===== config.mk =====
export PLATFORM = sky130hd
export DESIGN_NAME = ipm_front
export DESIGN_NICKNAME = d
export VERILOG_FILES = /design/src/hdl/ipm_pkg.sv /design/src/hdl/ipm_front.sv
export SDC_FILE = /design/constraint.sdc
export NUM_CORES = 2
export LEC_CHECK = 0
export BUFFER_PORTS_ARGS = -buffer_cell sky130_fd_sc_hd__buf_4
export CAP_MARGIN = 0
export CORE_ASPECT_RATIO = 1.2
export CORE_MARGIN = 2
export CORE_UTILIZATION = 30
export CTS_CLUSTER_SIZE = 30
export DETAILED_ROUTE_END_ITERATION = 10
export SYNTH_ARGS = -nofsm -noshare
export SYNTH_HDL_FRONTEND = slang
export SYNTH_SLANG_ARGS = --single-unit
export TNS_END_PERCENT = 1

===== constraint.sdc =====
create_clock -name i_clk -period 14.6 [get_ports i_clk]
set_clock_uncertainty 0.1 [all_clocks]
set_input_delay 2.92 -clock i_clk [delete_from_list [all_inputs] [get_ports i_clk]]
set_output_delay 2.92 -clock i_clk [all_outputs]
set_load 0.02 [all_outputs]

===== src/hdl/ipm_pkg.sv =====
// ----------------------------------------------------------------------------
// ipm_pkg
// Shared types, widths and constants for the inverse perspective pixel mapper.
// ----------------------------------------------------------------------------
package ipm_pkg;

    localparam int COORD_W = 16;
    localparam int PIX_W   = 8;
    localparam int CFG_W   = 32;
    localparam int INV_W   = 31;
    localparam int IDX_W   = 3;
    localparam int ROW_W   = 9;
    localparam int COL_W   = 9;

    // y * Q16.16 product, numerator / denominator in Q.20 with sign margin
    localparam int PROD_W  = COORD_W + CFG_W;
    localparam int NUM_W   = COORD_W + 34;
    localparam int REM_W   = NUM_W + 3;

    // depth in Q4.16
    localparam int QI_W    = 4;
    localparam int QF_W    = 16;
    localparam int DQ_W    = QI_W + QF_W;
    localparam int DIV_N   = DQ_W;

    localparam int P_W     = DQ_W + 1 + CFG_W;
    localparam int S32_W   = P_W + 1;
    localparam int S16_W   = S32_W - 16;
    localparam int MAG_W   = S16_W;
    localparam int LO_W    = 32;
    localparam int HI_W    = MAG_W - LO_W;
    localparam int LOP_W   = LO_W + INV_W;
    localparam int HIP_W   = HI_W + INV_W;
    localparam int FULL_W  = MAG_W + INV_W + 1;
    localparam int TM_W    = 38;
    localparam int T_W     = TM_W + 1;
    localparam int X_W     = COORD_W + T_W;
    localparam int RV_W    = 28;
    localparam int CV_W    = X_W + 7;

    localparam logic [FULL_W-1:0] T_LIM = FULL_W'(48) << 32;
    localparam logic signed [X_W-1:0] LAT_LIM = X_W'(3) << 36;
    localparam logic signed [RV_W-1:0] ROW_BASE = RV_W'(500) << 16;
    localparam logic signed [RV_W-1:0] ROW_SCALE = RV_W'(50);
    localparam logic signed [CV_W-1:0] COL_BASE = CV_W'(150) << 36;
    localparam logic signed [CV_W-1:0] COL_SCALE = CV_W'(50);
    localparam logic [ROW_W-1:0] ROW_MAX = ROW_W'(449);
    localparam logic [COL_W-1:0] COL_MAX = COL_W'(299);

    typedef enum logic [IDX_W-1:0] {
        REG_H_SIN     = 3'd0,
        REG_COS       = 3'd1,
        REG_F_H_COS   = 3'd2,
        REG_F_SIN     = 3'd3,
        REG_INV_FOCAL = 3'd4
    } t_reg_idx;

    typedef struct packed {
        logic [CFG_W-1:0] h_sin;
        logic [CFG_W-1:0] cos_p;
        logic [CFG_W-1:0] f_h_cos;
        logic [CFG_W-1:0] f_sin;
        logic [INV_W-1:0] inv_focal;
    } t_cfg;

    // classified item between front and back; den is a non-negative magnitude and num carries the matching sign
    typedef struct packed {
        logic [COORD_W-1:0] x;
        logic [PIX_W-1:0]   pix;
        logic               pass;
        logic [NUM_W-1:0]   num;
        logic [NUM_W-1:0]   den;
    } t_item;

    typedef struct packed {
        logic               v;
        logic               pass;
        logic [COORD_W-1:0] x;
        logic [PIX_W-1:0]   pix;
        logic [NUM_W-1:0]   den;
        logic [REM_W-1:0]   rem;
        logic [DQ_W-1:0]    q;
    } t_div;

endpackage


===== src/hdl/ipm_front.sv =====
// ----------------------------------------------------------------------------
// ipm_front
// Accepts pixels, forms the depth numerator and denominator, classifies.
// ----------------------------------------------------------------------------
module ipm_front (
    input  logic                        i_clk,
    input  logic                        i_rst_n,
    input  logic                        i_valid,
    output logic                        o_ready,
    input  logic [ipm_pkg::COORD_W-1:0] i_x,
    input  logic [ipm_pkg::COORD_W-1:0] i_y,
    input  logic [ipm_pkg::PIX_W-1:0]   i_pix,
    input  ipm_pkg::t_cfg               i_cfg,
    input  logic                        i_full,
    output logic                        o_push,
    output ipm_pkg::t_item              o_item
);

    logic                               fe;
    logic                               r_v1, r_v2, r_v3;
    logic [ipm_pkg::COORD_W-1:0]        r_x1, r_x2;
    logic [ipm_pkg::PIX_W-1:0]          r_pix1, r_pix2;
    logic signed [ipm_pkg::PROD_W-1:0]  r_yh, r_yc;
    logic signed [ipm_pkg::NUM_W-1:0]   r_num, r_den;
    logic signed [ipm_pkg::NUM_W-1:0]   num, den, num_n, den_n;
    logic signed [ipm_pkg::NUM_W+3:0]   den10;
    ipm_pkg::t_item                     r_item, n_item;

    assign fe      = !(r_v3 && i_full);
    assign o_ready = fe;
    assign o_push  = r_v3 && !i_full;
    assign o_item  = r_item;

    always_comb begin
        num   = r_yh + ($signed(i_cfg.f_h_cos) <<< 4);
        den   = ($signed(i_cfg.f_sin) <<< 4) - r_yc;
        num_n = (den < 0) ? -num : num;
        den_n = (den < 0) ? -den : den;
    end

    always_comb begin
        den10       = (r_den <<< 3) + (r_den <<< 1);
        n_item.x    = r_x2;
        n_item.pix  = r_pix2;
        n_item.pass = (r_den != 0) && (r_num > r_den) && (r_num < den10);
        n_item.num  = r_num[ipm_pkg::NUM_W-1:0];
        n_item.den  = r_den[ipm_pkg::NUM_W-1:0];
    end

    always_ff @(posedge i_clk) begin
        if (!i_rst_n) begin
            r_v1 <= 1'b0;
            r_v2 <= 1'b0;
            r_v3 <= 1'b0;
        end else if (fe) begin
            r_v1 <= i_valid;
            r_v2 <= r_v1;
            r_v3 <= r_v2;
        end
    end

    always_ff @(posedge i_clk) begin
        if (fe) begin
            r_x1   <= i_x;
            r_pix1 <= i_pix;
            r_yh   <= $signed(i_y) * $signed(i_cfg.h_sin);
            r_yc   <= $signed(i_y) * $signed(i_cfg.cos_p);
            r_x2   <= r_x1;
            r_pix2 <= r_pix1;
            r_num  <= num_n;
            r_den  <= den_n;
            r_item <= n_item;
        end
    end

endmodule


# == After elaboration in Yosys (flattened, before gate mapping) ==
# Cells that the tools add are included.
# classes
addsub,5
mul,2
order_cmp,3
muxes,2
reduce_logical,7
# ops
operator,n
$mux W50,2
$neg A49 Y50,2
$mul A16 B32 Y48,2
$add A53 B51 Y54,1
$lt A50 B54 Y1,1
$gt A50 B50 Y1,1
$reduce_bool A50 Y1,1
$add A48 B36 Y49,1
$lt A49 B1 Y1 const B,1
$sub A36 B48 Y49,1
$logic_and A1 B1 Y1,4
$logic_not A1 Y1,2
# word_totals
ff_bits,372
in_bits,203
output_inout_bits,127
elab_cells,35

# == Depth between registers and ports, before layout ==
# logic_depth
ltp_word,3
ltp_mapped,27
mapped_depth_nobuf,25

# == Worst setup path after synthesis ==
# OpenSTA, ideal clock, no wires.
# synth_path
kind,input -> output
from,input i_full
to,output o_ready
t_arrival_ns,10.820
path_slack_ns,0.760
cell_stages,1
path_buffers,0
cell_sequence,nand2_1
# synth_via
elab_chain_cells,2
# synth_rtl
item,line,text
"start, declared",ipm_front.sv:14,"input logic i_full,"
$logic_and A1 B1 Y1,ipm_front.sv:29,assign fe = !(r_v3 && i_full);
$logic_not A1 Y1,ipm_front.sv:29,
"end, declared",ipm_front.sv:9,"output logic o_ready,"
# No other way between the ends.

# == Worst setup path in the final report ==
# layout_path
from,input i_y[2] (netlist name)
to,"register r_yc[47] (netlist name), data pin"
# layout_via
elab_chain_cells,1
# layout_rtl
item,line,text
"start, declared",ipm_front.sv:11,"input logic [ipm_pkg::COORD_W-1:0] i_y,"
$mul A16 B32 Y48,ipm_front.sv:67,r_yc <= $signed(i_y) * $signed(i_cfg.cos_p);
"end signal, assigned",ipm_front.sv:67,
"end, declared",ipm_front.sv:23,"logic signed [ipm_pkg::PROD_W-1:0] r_yh, r_yc;"
# No other way between the ends.
# A chain may end at the register's enable or synchronous reset.

==> metrics.txt <==
final setup violation count 0; post-synth top area share 32.6%; TritonCTS buffer count 40; Design Area, Final 66,100 um2; mapped cell area 59,800 um2; gpl congestion 0.928; kind of start point of the critical path primary input; Starting Density 30.2%; failing checks design-rule violations; die area 203,000 um2; DRT met1 WL 77,100 um; Post-CTS Hold Fix Bufs 0; antenna viol nets, final 0; DR top layer met5; CTS tree done; CP endpoint kind flip-flop; post-synth top area cell fa_1; syn_nets 7,989; Placed Instances 9,040; root buffer cell clkbuf_16; Tcrit/Tclk final 73.5%; Reg clk slew, reported paths 0.07 ns; sequential area share after synthesis 18.6%; syn_area_per_cell 9.43 um2; R2R cell count 18; Filler cells 20,300; CORE AREA 198,000 um2; # rows 179; Area contributors post-synth fa_1 33%, edfxtp_1 19%, ha_1 9.8%; reg2reg start r_den[8]$_DFFE_PN_; largest net degree at the start of global routing 172; routed len/inst 19.4 um; Min-Delay Startpoint r_x1[4]$_DFFE_PN_; drt total wl 176,000 um; Commonest cells post-synth 1,258 x inv_1, 974 x fa_1, 731 x nand2_1; reg2reg end o_item[100]$_DFFE_PN_; Initial DRT Pass Iterations 9; vias in the first global route 48,000; critical path type primary input to flip-flop; DRC 4; Hold Path End r_x2[4]$_DFFE_PN_; CTS Sinks 372; post-CTS sizing 0; fin nets 8,104; Synth Flop Type edfxtp_1; Post-Synthesis Cells 6,343; Max Cap Violations 0; Achievable Freq 93.2 MHz; Hold/Removal Path Class flip-flop to flip-flop; met2 WL 82,700 um; initial antenna violation count 19; placed wire-length estimate 141,000 um; routed vias/inst 4.95; peak per-stage delay on the critical path 0.61 ns; width of the die 412 um; kind of cell adding the most delay to the critical path adder cells; height of the die 493 um; Max Slew Vio Count 0; GRT overflow 0; post-synth cell types 97; max_slew headroom 26.7%; clock buffer depth 3; async set or reset register ratio after synthesis 0%; synthesized flop and latch total 372; CP cell instances buf_4, buf_4, nand2_1, fa_1, fa_1, fa_1, inv_1, fa_1, fa_1, inv_1, fa_1, inv_1, ha_1, a21o_1, a211o_1, a2111oi_0, a21boi_0, nand3b_1, a41oi_1, and3_1, a2111o_1, a31oi_1, o21ai_0, a211oi_1; Crit-path slowest cell buf_4; initial DRC count 2,774; status complete, but fails checks; routed vias 45,100; I/O Buffers 298; Final Hold Fails 0; cell repeated most along the worst path fa_1; Arr. time, crit path 11.08 ns; RSZ-0062 raised after global routing false; Tmin final 10.73 ns; EDFF count, synth 369; Yosys Warn Count 0; Worst EP required 14.94 ns; worst-margin pin slew 1.08 ns; top-count cell post-synth inv_1; share of post-route cells with drive strength above 1 6.78%; Critical Path Fanout Max 39; placed cell area 64,600 um2; global-route wire length before repair 275,000 um; Worst-Skew Late Latency 0.63 ns; R2R setup slack 8.47 ns; number of I/O pins 330; postcts setup bufs 0; Final TNS setup 0 ns; WHS Path Cells 0; final cell count without fillers 9,115; area delta synth->final 10.4%; GRT Overall Usage 17.3%; WP buf/inv 5; met3 WL post-DR 11,100 um; H-Tree Depth 2
==> kinds of logic after synthesis <==
| group | after synthesis | synth area share, % |
|---|---|---|
| AND/OR/NAND/NOR | 1767 | 14.6 |
| buffers and inverters | 1506 | 9.48 |
| adder cells (fa/ha/maj) | 1443 | 42.4 |
| AO/OA/AOI/OAI | 958 | 10.5 |
| flip-flops | 372 | 18.6 |
| XOR/XNOR | 285 | 4.17 |
| multiplexers | 11 | 0.190 |
| other | 1 | 0.00627 |
==> worst max-delay path by stage <==
stage           start                 end  slack [ns]  cells after the start
3_5_place_dp   i_y[2]  r_yc[45]$_DFFE_PN_        3.29                     24
3_3_place_gp   i_y[2]  r_yc[45]$_DFFE_PN_        3.32                     24
4_1_cts        i_y[2]  r_yc[47]$_DFFE_PN_        3.92                     24
2_1_floorplan  i_full             o_ready        0.76                      1
5_1_grt        i_y[2]  r_yc[47]$_DFFE_PN_        3.42                     24
6_report       i_y[2]  r_yc[47]$_DFFE_PN_        3.87                     24
==> flip-flops by register name (all words and copies together) (netlist names), 8 cells and up <==
| signal | flops |
|---|---|
| o_item | 125 |
| r_den | 50 |
| r_num | 50 |
| r_pix1 | 8 |
| r_pix2 | 8 |
| r_x1 | 16 |
| r_x2 | 16 |
| r_yc | 48 |
| r_yh | 48 |
==> area by class of cell <==
cell class / instances / area [um2] / area share, %
antenna: 3 / 7.51 / 0.0114
sequential: 372 / 11100 / 16.9
clock buffer: 44 / 1040 / 1.57
timing repair buffer: 320 / 2410 / 3.65
tap: 2624 / 3280 / 4.97
multi-input combinational: 4465 / 43100 / 65.2
clock inverter: 28 / 412 / 0.623
inverter: 1259 / 4730 / 7.15
==> per-layer routing <==
metal | global-route usage [%] | vias up
met5 | 0 | -
met4 | 5.15 | 24
met3 | 2.74 | 282
met2 | 29.2 | 1354
met1 | 22.8 | 22900
li1 | - | 20500
==> worst reg2reg max path, cell delays in order, from the launching register on <==
cell and delay [ns]:
edfxtp_1 0.55, ha_1 0.39, o21ai_0 0.21, o31ai_1 0.74, nand3_1 0.32, a311oi_1 0.59
a221o_1 0.28, a21oi_1 0.13, o31a_1 0.35, or3_1 0.39, a32oi_1 0.23, xnor2_1 0.10
ha_1 0.28, nand4_1 0.12, or2_2 0.35, nor3_1 0.21, inv_1 0.09, nor3_1 0.28
a211oi_1 0.16
==> per-stage QoR <==
step	setup WS [ns]	hold slack (ns)	utilization, %
2_1_floorplan	0.760	0.300	-
3_3_place_gp	3.32	0.301	32.6
3_5_place_dp	3.29	0.305	32.6
4_1_cts	3.92	0.318	33.3
5_1_grt	3.42	0.323	33.3
6_report	3.87	0.318	33.3
==> layout by cell type, fill, tap and decap left out, types with 158 or more instances in the layout <==
cell,instances
nor2_1,206
nand2_1,730
edfxtp_1,369
o21ai_0,173
xnor2_1,181
inv_1,1258
fa_1,974
ha_1,469
and2_1,434
buf_4,319
a21o_1,158
a21oi_1,265
Power is left out: the tool's default activity adds up to more than one toggle a clock period on the data nets, which glitch-free logic cannot reach.
