**src/hdl/ipm_pkg.sv**
```systemverilog
// ----------------------------------------------------------------------------
// ipm_pkg
// Shared types, widths and constants for the inverse perspective pixel mapper.
// ----------------------------------------------------------------------------
package ipm_pkg;

    localparam int COORD_W = 16;
    localparam int PIX_W   = 8;
    localparam int CFG_W   = 32;
    localparam int INV_W   = 31;
    localparam int IDX_W   = 3;
    localparam int ROW_W   = 9;
    localparam int COL_W   = 9;

    // y * Q16.16 product, numerator / denominator in Q.20 with sign margin
    localparam int PROD_W  = COORD_W + CFG_W;
    localparam int NUM_W   = COORD_W + 34;
    localparam int REM_W   = NUM_W + 3;

    // depth in Q4.16
    localparam int QI_W    = 4;
    localparam int QF_W    = 16;
    localparam int DQ_W    = QI_W + QF_W;
    localparam int DIV_N   = DQ_W;

    localparam int P_W     = DQ_W + 1 + CFG_W;
    localparam int S32_W   = P_W + 1;
    localparam int S16_W   = S32_W - 16;
    localparam int MAG_W   = S16_W;
    localparam int LO_W    = 32;
    localparam int HI_W    = MAG_W - LO_W;
    localparam int LOP_W   = LO_W + INV_W;
    localparam int HIP_W   = HI_W + INV_W;
    localparam int FULL_W  = MAG_W + INV_W + 1;
    localparam int TM_W    = 38;
    localparam int T_W     = TM_W + 1;
    localparam int X_W     = COORD_W + T_W;
    localparam int RV_W    = 28;
    localparam int CV_W    = X_W + 7;

    localparam logic [FULL_W-1:0] T_LIM = FULL_W'(48) << 32;
    localparam logic signed [X_W-1:0] LAT_LIM = X_W'(3) << 36;
    localparam logic signed [RV_W-1:0] ROW_BASE = RV_W'(500) << 16;
    localparam logic signed [RV_W-1:0] ROW_SCALE = RV_W'(50);
    localparam logic signed [CV_W-1:0] COL_BASE = CV_W'(150) << 36;
    localparam logic signed [CV_W-1:0] COL_SCALE = CV_W'(50);
    localparam logic [ROW_W-1:0] ROW_MAX = ROW_W'(449);
    localparam logic [COL_W-1:0] COL_MAX = COL_W'(299);

    typedef enum logic [IDX_W-1:0] {
        REG_H_SIN     = 3'd0,
        REG_COS       = 3'd1,
        REG_F_H_COS   = 3'd2,
        REG_F_SIN     = 3'd3,
        REG_INV_FOCAL = 3'd4
    } t_reg_idx;

    typedef struct packed {
        logic [CFG_W-1:0] h_sin;
        logic [CFG_W-1:0] cos_p;
        logic [CFG_W-1:0] f_h_cos;
        logic [CFG_W-1:0] f_sin;
        logic [INV_W-1:0] inv_focal;
    } t_cfg;

    // classified item between front and back; den is a non-negative magnitude and num carries the matching sign
    typedef struct packed {
        logic [COORD_W-1:0] x;
        logic [PIX_W-1:0]   pix;
        logic               pass;
        logic [NUM_W-1:0]   num;
        logic [NUM_W-1:0]   den;
    } t_item;

    typedef struct packed {
        logic               v;
        logic               pass;
        logic [COORD_W-1:0] x;
        logic [PIX_W-1:0]   pix;
        logic [NUM_W-1:0]   den;
        logic [REM_W-1:0]   rem;
        logic [DQ_W-1:0]    q;
    } t_div;

endpackage

```
**src/hdl/ipm_queue.sv**
```systemverilog
// ----------------------------------------------------------------------------
// ipm_queue
// Four-entry queue decoupling the classifier from the mapping pipeline.
// ----------------------------------------------------------------------------
module ipm_queue (
    input  logic           i_clk,
    input  logic           i_rst_n,
    input  logic           i_push,
    input  ipm_pkg::t_item i_item,
    output logic           o_full,
    input  logic           i_pop,
    output logic           o_empty,
    output ipm_pkg::t_item o_item
);

    ipm_pkg::t_item r_mem [0:3];
    logic [1:0]     r_wp, r_rp;
    logic [2:0]     r_cnt;

    assign o_full  = (r_cnt == 3'd4);
    assign o_empty = (r_cnt == 3'd0);
    assign o_item  = r_mem[r_rp];

    always_ff @(posedge i_clk) begin
        if (!i_rst_n) begin
            r_wp  <= 2'd0;
            r_rp  <= 2'd0;
            r_cnt <= 3'd0;
        end else begin
            if (i_push) r_wp <= r_wp + 2'd1;
            if (i_pop)  r_rp <= r_rp + 2'd1;
            r_cnt <= r_cnt + 3'(i_push) - 3'(i_pop);
        end
    end

    always_ff @(posedge i_clk) begin
        if (i_push) r_mem[r_wp] <= i_item;
    end

endmodule

```
**config.mk**
```make
export PLATFORM = sky130hd
export DESIGN_NAME = ipm_queue
export DESIGN_NICKNAME = d
export VERILOG_FILES = /design/src/hdl/ipm_pkg.sv /design/src/hdl/ipm_queue.sv
export SDC_FILE = /design/constraint.sdc
export NUM_CORES = 1
export LEC_CHECK = 0
export BUFFER_PORTS_ARGS = -buffer_cell sky130_fd_sc_hd__buf_2
export CORE_MARGIN = 1.5
export CORE_UTILIZATION = 38
export CTS_CLUSTER_DIAMETER = 100
export DETAILED_ROUTE_END_ITERATION = 8
export PLACE_DENSITY = 0.64
export SYNTH_ARGS = -nofsm -noshare
export SYNTH_HDL_FRONTEND = slang
export SYNTH_SLANG_ARGS = --single-unit
export TNS_END_PERCENT = 5
```
**constraint.sdc**
```tcl
create_clock -name i_clk -period 3.55 [get_ports i_clk]
set_input_delay 0.355 -clock i_clk [delete_from_list [all_inputs] [get_ports i_clk]]
set_output_delay 0.355 -clock i_clk [all_outputs]
set_load 0.01 [all_outputs]
```
Word level (Yosys, flattened, before mapping)
Memories as Yosys holds them, arrays and structs flattened. A register that Yosys moved wholly into a read port is not among the register bits. Index checks and enable logic that the tools add are counted. W data, S select, Z words.

Register bits: 7. Memory bits (writable): 500. Input port bits: 129. Logic and storage cells: 14. Memories: 1.

Add/subtract/negate cells: 4. Equal/unequal tests: 1. Multiplexer cells: 4. Reductions and logical operators: 1.

Memories: r_mem (words 4, width 125, rd ports 1, clocked after Yosys merged registers in 1, write ports 1, RTL line ipm_queue.sv:16) `ipm_pkg::t_item r_mem [0:3];`.

Operators with widths (number): $add A2 B1 Y2 const B (2); $mux W2 (2); $add A3 B1 Y3 (1); $eq A3 B3 Y1 const B (1); $logic_not A3 Y1 (1); $sub A3 B1 Y3 (1); $mux W1 (2).

Logic depth before layout (Yosys ltp)
Gate-level depths: netlist (run 1).

Depth in word-level cells: 3. Mapped depth: 7. Gate-level depth less buffers: 7.

Least setup slack after synthesis (run 1)
Ideal clock, no wire load.

Path kind: register to register. Start point: reg r_wp[0]. End point: mem r_mem[0][0] (netlist bit), enable pin. Setup time: 0.498 ns. Arrival: 3.413 ns. Data required time: 3.052 ns. Slack: -0.361 ns. Cell stages (with the launch flop): 4. Buffers on the path: 0. Clock period less this slack: 3.911 ns. Cells stage by stage: dfxtp_1 -> inv_1 -> ha_1 -> and2_1.

RTL lines: start: declaration (RTL line ipm_queue.sv:17) `logic [1:0] r_wp, r_rp;`; start signal: assignment (RTL line ipm_queue.sv:30) `if (i_push) r_wp <= r_wp + 2'd1;`; end: declaration (RTL line ipm_queue.sv:16).

No word-level cell before the write port.

==> results of run 1 <==
## placed cells by master, fill, tap and decap left out, types with 2 or more instances in the layout
master         count
ha_1               6
xnor2_1            2
clkinvlp_4         2
dfxtp_4            2
clkbuf_16         53
edfxtp_1         500
clkinv_2           8
dfxtp_1            7
and2_1             2
and2_4             4
nor2_1             5
buf_4              9
inv_6              2
dlygate4sd3_1    126
mux4_2           125
inv_1              7
clkinv_1           7
bufinv_16          3
buf_2            255
buf_12            10
diode_2            2
clkbuf_1          18
## power groups by stage
stage	combinational, mW	sequential, mW	clock, mW
after floorplan	0.744	7.10	0
after global placement	1.26	7.11	0
after detailed placement	1.28	7.12	0
after CTS	1.40	7.00	5.28
after global routing	1.48	7.01	5.49
final	1.36	6.99	5.11
## sequential cells by signal, summed over array words and instances, names as in the netlist, named ones only
| signal | count |
|---|---|
| r_mem | 500 |
| r_cnt | 3 |
| r_rp | 2 |
| r_wp | 2 |
## timing repair
action / CTS / global route
endpoints found under the hold margin: 502 / 0
hold buffers: 126 / 0
buffers inserted: 0 / 0
endpoints found under the setup margin: 0 / 0
## critical path, stage by stage, from the launching register on
cell and delay, ns:
dfxtp_4 0.49, buf_4 0.47, mux4_2 0.59, buf_2 0.16
## how the worst min path moves through the flow
stage,to,depth (start not counted),slack [ns],startpoint
after floorplan,r_mem[0][0],0,0.45,i_item[0]
after global placement,flop,2,0.50,r_rp[1]
after detailed placement,flop,2,0.53,r_rp[0]
after CTS,flop,3,0.07,i_pop
after global routing,flop,3,0.11,i_pop
final,r_rp[0],3,0.12,i_pop
## per-stage QoR
stage	util	TNS, ns	cell area, µm²	setup WS [ns]	hold WS, ns
after floorplan	-	-130.77	18400	-0.361	0.454
after global placement	0.431	0	20600	1.43	0.503
after detailed placement	0.431	0	20600	1.42	0.533
after CTS	0.490	0	23400	0.773	0.0734
after global routing	0.490	0	23500	0.716	0.115
final	0.490	0	23500	0.890	0.124
## cells by family (layout without fill, tap and decap cells)
group                      count (synthesis)  in the layout
AOI/OAI and AO/OA                          2              2
xor gates and xnor gates                   3              3
muxes                                    126            126
other                                      0              2
buffers and inverters                     35            500
adders and majority gates                  7              7
DFF                                      509            509
and+or+nand+nor                           14             14
## layout make-up
class                   count  area [µm²]  share of cell area
multi-input cells         152        3060               0.131
clock inverters            22         189             0.00806
diodes                      2        5.00            0.000213
clock buffers              71        1390              0.0594
inverters                   7        26.3             0.00112
repair buffers            400        2810               0.120
well taps                 615         769              0.0328
flip-flops and latches    509       15200               0.648
## per-layer routing
layer,vias up,GRT usage
met5,-,0
met3,54,0.0503
li1,3872,-
met2,230,0.245
met1,4569,0.187
met4,6,0.0381
==> flow_summary.json, run 1 <==
{
  "hold_violations": 0,
  "fill_cells": 3914,
  "cts_tree": "done",
  "switching_share": 0.218,
  "status": "completed",
  "reg2reg_slack_ns": 1.52,
  "combPwrFrac": 0.101,
  "setup_viol": 0,
  "fin_skew_ns": 0.0131,
  "dp_hpwl_um": 21000,
  "num-nets-final": 1258,
  "highest_layer": "met5",
  "rr_endpoint": "r_mem[1][85]",
  "synth_cell_types": 19,
  "synth_fp_nets": 832,
  "worst_pin_slew_ns": 0.833,
  "p_switching_mw": 2.93,
  "grt_pass1_vias": 9617,
  "ys_top_cells_by_count": "edfxtp_1 (500), mux4_2 (125), buf_2 (14)",
  "die_width_um": 223,
  "chipHeight_um": 223,
  "wire_per_inst_um": 20.5,
  "synth_xor_area_frac": 0.00224,
  "p_leak_nw": 7.93,
  "synth_compound_area_frac": 0.000814,
  "peakVddDrop_v": 0.000375,
  "yosysTopAreaCellShare": 0.814,
  "period_share": 0.749,
  "synth.area.top_cells": "edfxtp_1 (81%), mux4_2 (15%), dfxtp_1 (0.98%), buf_6 (0.43%), ha_1 (0.41%)",
  "worstPathArrival_ns": 2.30,
  "drv_slew": 0,
  "period_needed_ns": 2.66,
  "max_slew_margin": 0.444,
  "cap_violations": 0,
  "synth-edff-count": 500,
  "pwr-share-seq": 0.519,
  "wl_met2_um": 17900,
  "grt_max_degree": 54,
  "drtIter0Drc": 588,
  "synthCells": 696,
  "path_clk_slew_ns": 0.06,
  "rsz0062_at_grt": "false",
  "htreeDepth": 2,
  "areaGrowthSynthToFinish_pct": 27.1,
  "place_congestion": 0.690,
  "grt_pass1_wl_um": 55800,
  "synthSimpleGateAreaFrac": 0.00407,
  "rr_startpoint": "r_wp[0]",
  "ios": 256,
  "yosysWarningCount": 0,
  "synth-adder-area-share": 0.00515,
  "synth_top_family_by_area": "multiplexers",
  "ant_nets": 0,
  "vias": 8731,
  "cts-resized-gates": 0,
  "start_kind": "flop",
  "required_ns": 3.19,
  "avgSynthCellArea_um2": 26.5,
  "grt_usage": 0.148,
  "synth.most_common_cell": "edfxtp_1",
  "antenna_found_initial": 5,
  "drive_gt1_frac": 0.408,
  "synth_mux_area_frac": 0.153,
  "dp_cells": 1557,
  "totalPowerFinal_mw": 13.5,
  "root_buffer": "clkbuf_16",
  "p_int_mw": 10.5,
  "coreArea_um2": 47800,
  "clk-insertion-delay-late_ns": 0.57,
  "path_max_fanout": 23,
  "synth-seq-cells": 509,
  "ys_seq_area_frac": 0.824,
  "routed_wl_um": 36500,
  "syn_area_um2": 18400,
  "async_reset_ff_frac": 0,
  "layout.cells.non_filler": 1778,
  "r2r_cells": 3,
  "route.detailed.drc": 0,
  "p_per_area_nw_per_um2": 574,
  "numCtsBuffers": 52,
  "die-area_um2": 49900,
  "clock-sinks": 509,
  "hold_path_class": "in2reg",
  "critPathKind": "reg2out",
  "cp-endpoint": "o_item[32]",
  "synth_top_area_cell": "edfxtp_1",
  "synthFlopType": "edfxtp_1",
  "dr.pass1.iters": 4,
  "via_per_inst": 4.91,
  "grt-ovfl-total": 0,
  "clock_path_buffers": 3,
  "max_freq_ghz": 0.376,
  "num_rows": 80,
  "wl_met3_um": 2700,
  "pwr-share-clk": 0.380,
  "io_buffers": 255,
  "wl_met1_um": 15300,
  "start_util": 0.386,
  "end_kind": "primary output"
}
(Power assumes the default switching activity.)
==> run 2: changes to the inputs <==
- clock period: 3.55 -> 2.3 ns (I/O delays scaled with it)
==> run 2 against run 1 <==
Compared with the run above: the run now ends with setup timing left; clock skew fell by 0.0015 ns; global-route usage rose by 0.50 points; non-clock buffer count increased by 31; clock power rose by 66%; combinational power rose by 88%; cell area increased by 4.6%; sequential share of layout area decreased by 2.9 points; wire length increased by 6.0%; setup slack lost 0.90 ns.
==> flow_summary.json, run 2 (synthesis results as in run 1) <==
{
  "status": "finished with violations",
  "violations": "setup timing",
  "critPathKind": "reg2out",
  "vias": 8885,
  "routed_wl_um": 38700,
  "cp_cell_sequence": "buf_16, clkbuf_16, mux4_2, buf_6",
  "die_width_um": 223,
  "via_per_inst": 4.91,
  "grt_usage": 0.153,
  "max_stage_delay_ns": 0.53,
  "final_common_cell": "edfxtp_1",
  "fin_setup_tns_ns": -0.0256,
  "num-nets-final": 1288,
  "die-area_um2": 49900,
  "max_freq_ghz": 0.432,
  "critPathSlowestCell": "mux4_2",
  "dpl_cell_area_um2": 20800,
  "top_register": "r_mem",
  "required_ns": 2.07,
  "clk-insertion-delay-late_ns": 0.59,
  "grt_pass1_vias": 9662,
  "max_slew_margin": 0.597,
  "worstPathArrival_ns": 2.08,
  "io_buffers": 255,
  "clock-sinks": 509,
  "fin_skew_ns": 0.0116,
  "areaGrowthSynthToFinish_pct": 33.0,
  "path_clk_slew_ns": 0.06,
  "path_max_fanout": 10,
  "p_leak_nw": 8.40,
  "top_regs": "r_mem: 500 flops, r_cnt: 3 flops",
  "clock_path_buffers": 3,
  "grt_pass1_wl_um": 57200,
  "antenna_found_initial": 3,
  "rsz0062_at_grt": "true",
  "p_per_area_nw_per_um2": 889,
  "period_needed_ns": 2.31,
  "place_congestion": 0.710,
  "mostFrequentLayoutCells": "edfxtp_1 (500), buf_2 (199), dlygate4sd3_1 (127), mux4_2 (125), buf_6 (60)",
  "cap_violations": 0,
  "setup_ws_ns": -0.0135,
  "num_rows": 80,
  "worst_pin_slew_ns": 0.604,
  "wire_per_inst_um": 21.4,
  "end_kind": "primary output",
  "ios": 256,
  "period_share": 1.01,
  "dr.pass1.iters": 4,
  "chipHeight_um": 223,
  "crit_buf_inv": 3,
  "htreeDepth": 2,
  "numCtsBuffers": 51,
  "setup_viol": 5,
  "route.detailed.drc": 0,
  "hold_violations": 0,
  "pre_cts_ws_ns": 0.449,
  "fin_area_um2": 24500,
  "coreArea_um2": 47800,
  "grt-ovfl-total": 0,
  "cp_top_family": "buffers and inverters",
  "start_util": 0.386,
  "drive_gt1_frac": 0.428,
  "drtIter0Drc": 470,
  "drv_slew": 0,
  "hold_path_class": "in2reg",
  "cts_tree": "done",
  "grt_max_degree": 80,
  "largest_reg_flops": 500,
  "ant_nets": 0,
  "dp_hpwl_um": 21900,
  "start_kind": "flop",
  "totalPowerFinal_mw": 21.8,
  "peakVddDrop_v": 0.000693,
  "final_core_util": 0.513,
  "root_buffer": "clkbuf_16"
}
run 2: worst reg2reg max path: cells and delay by family, from the launching register on:
kind | cells | cell delay [ns]
adders and majority gates | 1 | 0.14
buffers and inverters | 2 | 0.43
DFF | 1 | 0.35
and+or+nand+nor | 1 | 0.48
run 2: report_power, final:
| group | total, mW | internal [mW] | switching [mW] | leakage [nW] |
|---|---|---|---|---|
| Sequential | 10.8 | 10.7 | 0.120 | 4.67 |
| Combinational | 2.56 | 1.37 | 1.19 | 2.88 |
| Clock | 8.46 | 5.09 | 3.38 | 0.849 |
| Total | 21.8 | 17.1 | 4.69 | 8.40 |
run 2: layer usage:
| layer | vias to the layer above | GRT usage | part of all wire |
|---|---|---|---|
| met1 | 4660 | 0.194 | 0.42 |
| met3 | 58 | 0.0349 | 0.057 |
| li1 | 3930 | - | - |
| met2 | 235 | 0.260 | 0.50 |
| met4 | 2 | 0.0517 | 0.022 |
| met5 | - | 0 | 0.00034 |
run 2: repair_timing:
action / CTS / global route
hold buffers: 127 / 0
gates resized for setup: 36 / 42
hold endpoints to repair: 509 / 0
gates cloned: 3 / 3
endpoints found under the setup margin: 112 / 94
setup buffers: 8 / 2
run 2: cell type report:
type                       count  area [µm²]
inverter                       7        26.3
tap                          615         769
multi-input combinational    152        3060
sequential                   509       15200
antenna                        2        5.00
timing repair buffer         431        3750
clock buffer                  58        1350
fill                        3708       23300
clock inverter                37         383
run 2: worst paths after layout:
kind / startpoint / end / slack (ns) / depth (start not counted)
setup / recovery: flop / o_item[16] / -0.01 / 4
setup reg to reg: r_wp[0] / r_mem[0][61] / 0.60 / 4
hold / removal: i_push / r_wp[0] / 0.04 / 3
hold reg to reg: r_rp[1] / flop / 0.53 / 2
run 2: through the flow:
stage	hold slack, ns	std cells
2_1_floorplan	0.329	696
3_3_place_gp	0.442	1571
3_5_place_dp	0.448	1571
4_1_cts	0.000356	1804
5_1_grt	0.0691	1810
6_report	0.0401	1811
